$ cat config.mk
export PLATFORM = sky130hd
export DESIGN_NAME = pngu_ram
export DESIGN_NICKNAME = d
export VERILOG_FILES = /design/src/rtl/pngu_ram.sv
export SDC_FILE = /design/constraint.sdc
export NUM_CORES = 1
export LEC_CHECK = 0
export ABC_AREA = 1
export BUFFER_PORTS_ARGS = -buffer_cell sky130_fd_sc_hd__buf_2
export CORE_MARGIN = 4
export CORE_UTILIZATION = 55
export CTS_BUF_LIST = sky130_fd_sc_hd__clkbuf_2
export CTS_CLUSTER_SIZE = 30
export DETAILED_ROUTE_END_ITERATION = 10
export GPL_TIMING_DRIVEN = 0
export PLACE_DENSITY = 0.74
export SLEW_MARGIN = 20
export SYNTH_ARGS = -nofsm -noshare
export SYNTH_HDL_FRONTEND = slang
export SYNTH_SLANG_ARGS = --single-unit
$ cat constraint.sdc
create_clock -name clk_i -period 2.1 [get_ports clk_i]
set_clock_uncertainty 0.1 [all_clocks]
set_input_delay 0.105 -clock clk_i [delete_from_list [all_inputs] [get_ports clk_i]]
set_output_delay 0.105 -clock clk_i [all_outputs]
set_load 0.005 [all_outputs]
$ cat src/rtl/pngu_ram.sv
// Generic single-port-write, single-port-read RAM with a registered read.
module pngu_ram #(
  parameter int unsigned Width = 8,
  parameter int unsigned Depth = 16
) (
  input  logic                     clk_i,
  input  logic                     we_i,
  input  logic [$clog2(Depth)-1:0] waddr_i,
  input  logic [Width-1:0]         wdata_i,
  input  logic                     re_i,
  input  logic [$clog2(Depth)-1:0] raddr_i,
  output logic [Width-1:0]         rdata_o
);

  logic [Width-1:0] mem_q [Depth];
  logic [Width-1:0] rdata_q;

  always_ff @(posedge clk_i) begin
    if (we_i) begin
      mem_q[waddr_i] <= wdata_i;
    end
    if (re_i) begin
      rdata_q <= mem_q[raddr_i];
    end
  end

  assign rdata_o = rdata_q;

endmodule

==> qor.tcl <==
set qor(timing_worst_slew_pin_value_ns) 0.965
set qor(postSynthRegisterBits) 136
set qor(post_synth_instance_area_mm2) 0.00585
set qor(pwr-share-seq_pct) 60.3
set qor(die-width_um) 111
set qor(hold_viol_final) 0
set qor(maxCapViolCount) 0
set qor(total_power_mw) 5.09
set qor(yosysSeqAreaShare_pct) 69.8
set qor(grtUsageTotal_pct) 23.0
set qor(detailroute.via_count) 4035
set qor(synth_top_family_by_area) {simple AND/OR/NAND/NOR gates}
set qor(cp_data_required_time_ns) 2.31
set qor(nNetsFinal) 633
set qor(finalSetupViolations) 0
set qor(synth_area_leaders) {sky130_fd_sc_hd__edfxtp_1 (70%), sky130_fd_sc_hd__nand2_1 (11%), sky130_fd_sc_hd__nand3_1 (8.3%), sky130_fd_sc_hd__inv_1 (6.4%), sky130_fd_sc_hd__buf_6 (1.2%)}
set qor(hold_buffers) 21
set qor(grt_pass1_wl_um) 21400
set qor(critPathMaxFanout) 8
set qor(top_level_ports) 27
set qor(htree_num_levels) 4
set qor(layout_worst_path_cycle_share_pct) 96.5
set qor(grt_antenna_before_repair) 0
set qor(layoutNonFillerInstCount) 763
set qor(portBuffers) 23
set qor(synth_compound_gate_area_share_pct) 0
set qor(routed-wl-met2_um) 6420
set qor(outcome) {finished clean}
set qor(ys.warnings.count) 0
set qor(min-delay-path-class) {primary input to register}
set qor(p_switching_mw) 1.24
set qor(root_buffer) {sky130_fd_sc_hd__clkbuf_2}
set qor(post_synth_fa_ha_maj_area_fraction_pct) 0
set qor(drt-initial-drc-count) 463
set qor(ctsLongestPathBuffers) 2
set qor(multi_input_comb_area_mm2) 0.00121
set qor(initial_core_util_pct) 56.6
set qor(timing.setup.critical_path_class) {primary input to register}
set qor(synthesis.instances) 551
set qor(period_minus_slack_ns) 2.03
set qor(placed_cells) 710
set qor(power.share.clock_pct) 31.4
set qor(layout.core_utilization_pct) 63.8
set qor(number_of_distinct_library_cell_variants_in_the_gate_level_netlist_after_synthesis) 11
set qor(synth_xor_xnor_area_share_pct) 0
set qor(postSynthNetCount) 570
set qor(worst_vdd_rail_ir_drop_uv) 399
set qor(syn_area_per_cell_um2) 10.6
set qor(route.detailed.drc) 0
set qor(met1_length_um) 5560
set qor(cts_resized) 0
set qor(muxShareOfSynthArea_pct) 0
set qor(clock_tree_from_tritoncts) {yes}
set qor(areaGrowthSynthToFinish_pct) 12.7
set qor(core_mm2) 0.0103
set qor(number_of_global_route_vias_before_repair) 4001
set qor(grt_start_max_net_pins) 17
set qor(die_y_extent_um) 111
set qor(power.static_leakage_nw) 2.85
set qor(place.detailed.hpwl_um) 8810
set qor(peak_freq_ghz) 0.493
set qor(final_layout_size_suffix_gt1_share_pct) 12.4
set qor(rr_worst_depth) 7
set qor(power.share.combinational_pct) 8.3
set qor(worstSkewPairLatency_ns) 0.67
set qor(routedWlPerCell_um) 18.0
set qor(via_per_inst) 5.29
set qor(cellInternalPower_mw) 3.86
set qor(setup_total_negative_slack_ns) 0
set qor(met3_wirelength_from_detailed_routing_um) 1390
set qor(timing.critical_path.to_type) {register}
set qor(route.antenna.remaining_nets) 0
set qor(detail_route.first_pass.iterations) 5
set qor(worst_ep_arrival_time_ns) 2.24
set qor(hold_depth) 8
set qor(total_clock_buffers_created_by_cts) 17
set qor(power_per_standard_cell_area_mw_per_mm2) 773
set qor(slew_viol_final) 0
set qor(maxSlewHeadroom_pct) 35.4
set qor(dieArea_mm2) 0.0123
set qor(overflow_left_after_global_routing) 0
set qor(antennaDiodeCount) 0
set qor(cts_setup_buffers) 0
set qor(startpoint_type) {primary input}
set qor(simple_gate_share_of_the_synthesized_area_pct) 20.8
set qor(layout.filler_cells) 804
set qor(cts.sink_count) 136
set qor(setup_repair_after_global_routing_missed_its_margin) {no}
set qor(fp-row-count) 37
set qor(netSwitchingFraction_pct) 24.3
set qor(synth_largest_area_cell) {sky130_fd_sc_hd__edfxtp_1}
set qor(clkTransAtPathRegs_ns) 0.19
set qor(routabilityCongestion) 0.935
set qor(top_signal_layer_used) {met4}
set qor(netlist.area_leader.share_pct) 69.8
set qor(sequential_cell_area_mm2) 0.00408
set qor(finalWirelength_um) 13700
layout make-up:
cell class | count | share of cell area (%)
sequential | 136 | 62.0
inverter | 102 | 5.81
clock buffer | 19 | 1.44
clock inverter | 13 | 2.33
tap | 136 | 2.58
timing repair buffer | 44 | 4.94
buffer | 24 | 2.52
multi-input combinational | 289 | 18.4
cells by family after synthesis:
logic type             after synthesis
AND/OR/NAND/NOR                    289
flip-flops                         136
buffers and inverters              126
state kept, by name, summed over array words and instances, names as in the netlist:
register  flops
mem_q       128
rdata_o       8
cells in the mapped netlist:
library cell / n
sky130_fd_sc_hd__edfxtp_1: 136
sky130_fd_sc_hd__inv_1: 100
sky130_fd_sc_hd__buf_1: 1
sky130_fd_sc_hd__buf_6: 6
sky130_fd_sc_hd__inv_2: 2
sky130_fd_sc_hd__nand2_1: 173
sky130_fd_sc_hd__buf_4: 4
sky130_fd_sc_hd__buf_2: 13
sky130_fd_sc_hd__nand3b_1: 2
sky130_fd_sc_hd__nand3_1: 97
sky130_fd_sc_hd__nor2_1: 17
power groups by stage:
| stage | Combinational (mW) | Clock (mW) | Sequential (mW) |
|---|---|---|---|
| after floorplan | 0.214 | 0 | 3.13 |
| after global placement | 0.370 | 0 | 3.13 |
| after detailed placement | 0.381 | 0 | 3.13 |
| after CTS | 0.414 | 1.61 | 3.07 |
| after global routing | 0.465 | 1.74 | 3.07 |
| final | 0.423 | 1.60 | 3.07 |
through the flow:
| step | worst slack (ns) | cell area, um^2 | hold slack (ns) |
|---|---|---|---|
| floorplan | 0.944 | 5850 | 0.104 |
| global placement | 0.419 | 6130 | 0.334 |
| detailed placement | 0.417 | 6130 | 0.341 |
| CTS | 0.147 | 6590 | 0.0270 |
| global route | 0.0108 | 6590 | 0.0874 |
| finish | 0.0733 | 6590 | 0.0906 |
metal layers:
metal | vias up | GRT usage (%)
li1 | 1911 | -
met1 | 1844 | 30.9
met2 | 240 | 35.9
met3 | 40 | 6.11
met4 | 0 | 9.41
met5 | - | 0
final timing paths:
kind / startpoint / end / slack, ns
worst min register to register: mem_q[15][0] / rdata_o[0] / 0.73
worst min-delay path: raddr_i[0] / rdata_o[7] / 0.09
worst max register to register: mem_q[10][5] / rdata_o[5] / 0.26
worst max-delay path: waddr_i[2] / mem_q[9][0] / 0.07
layout by cell type, fill, tap and decap left out, drive strengths merged:
master,synthesis,routed
clkinv,0,4
clkinvlp,0,5
buf,24,47
dlygate4sd3,0,21
nand3,97,97
nand3b,2,2
bufinv,0,3
clkbuf,0,19
edfxtp,136,136
inv,102,103
nand2,173,173
nor2,17,17
worst max-delay path, cell delays in order:
cell                            delay [ns]
sky130_fd_sc_hd__dlygate4sd3_1        0.54
sky130_fd_sc_hd__buf_2                0.14
sky130_fd_sc_hd__nand3b_1             0.17
sky130_fd_sc_hd__dlygate4sd3_1        0.61
sky130_fd_sc_hd__nor2_1               0.67
(Power assumes the default switching activity.)
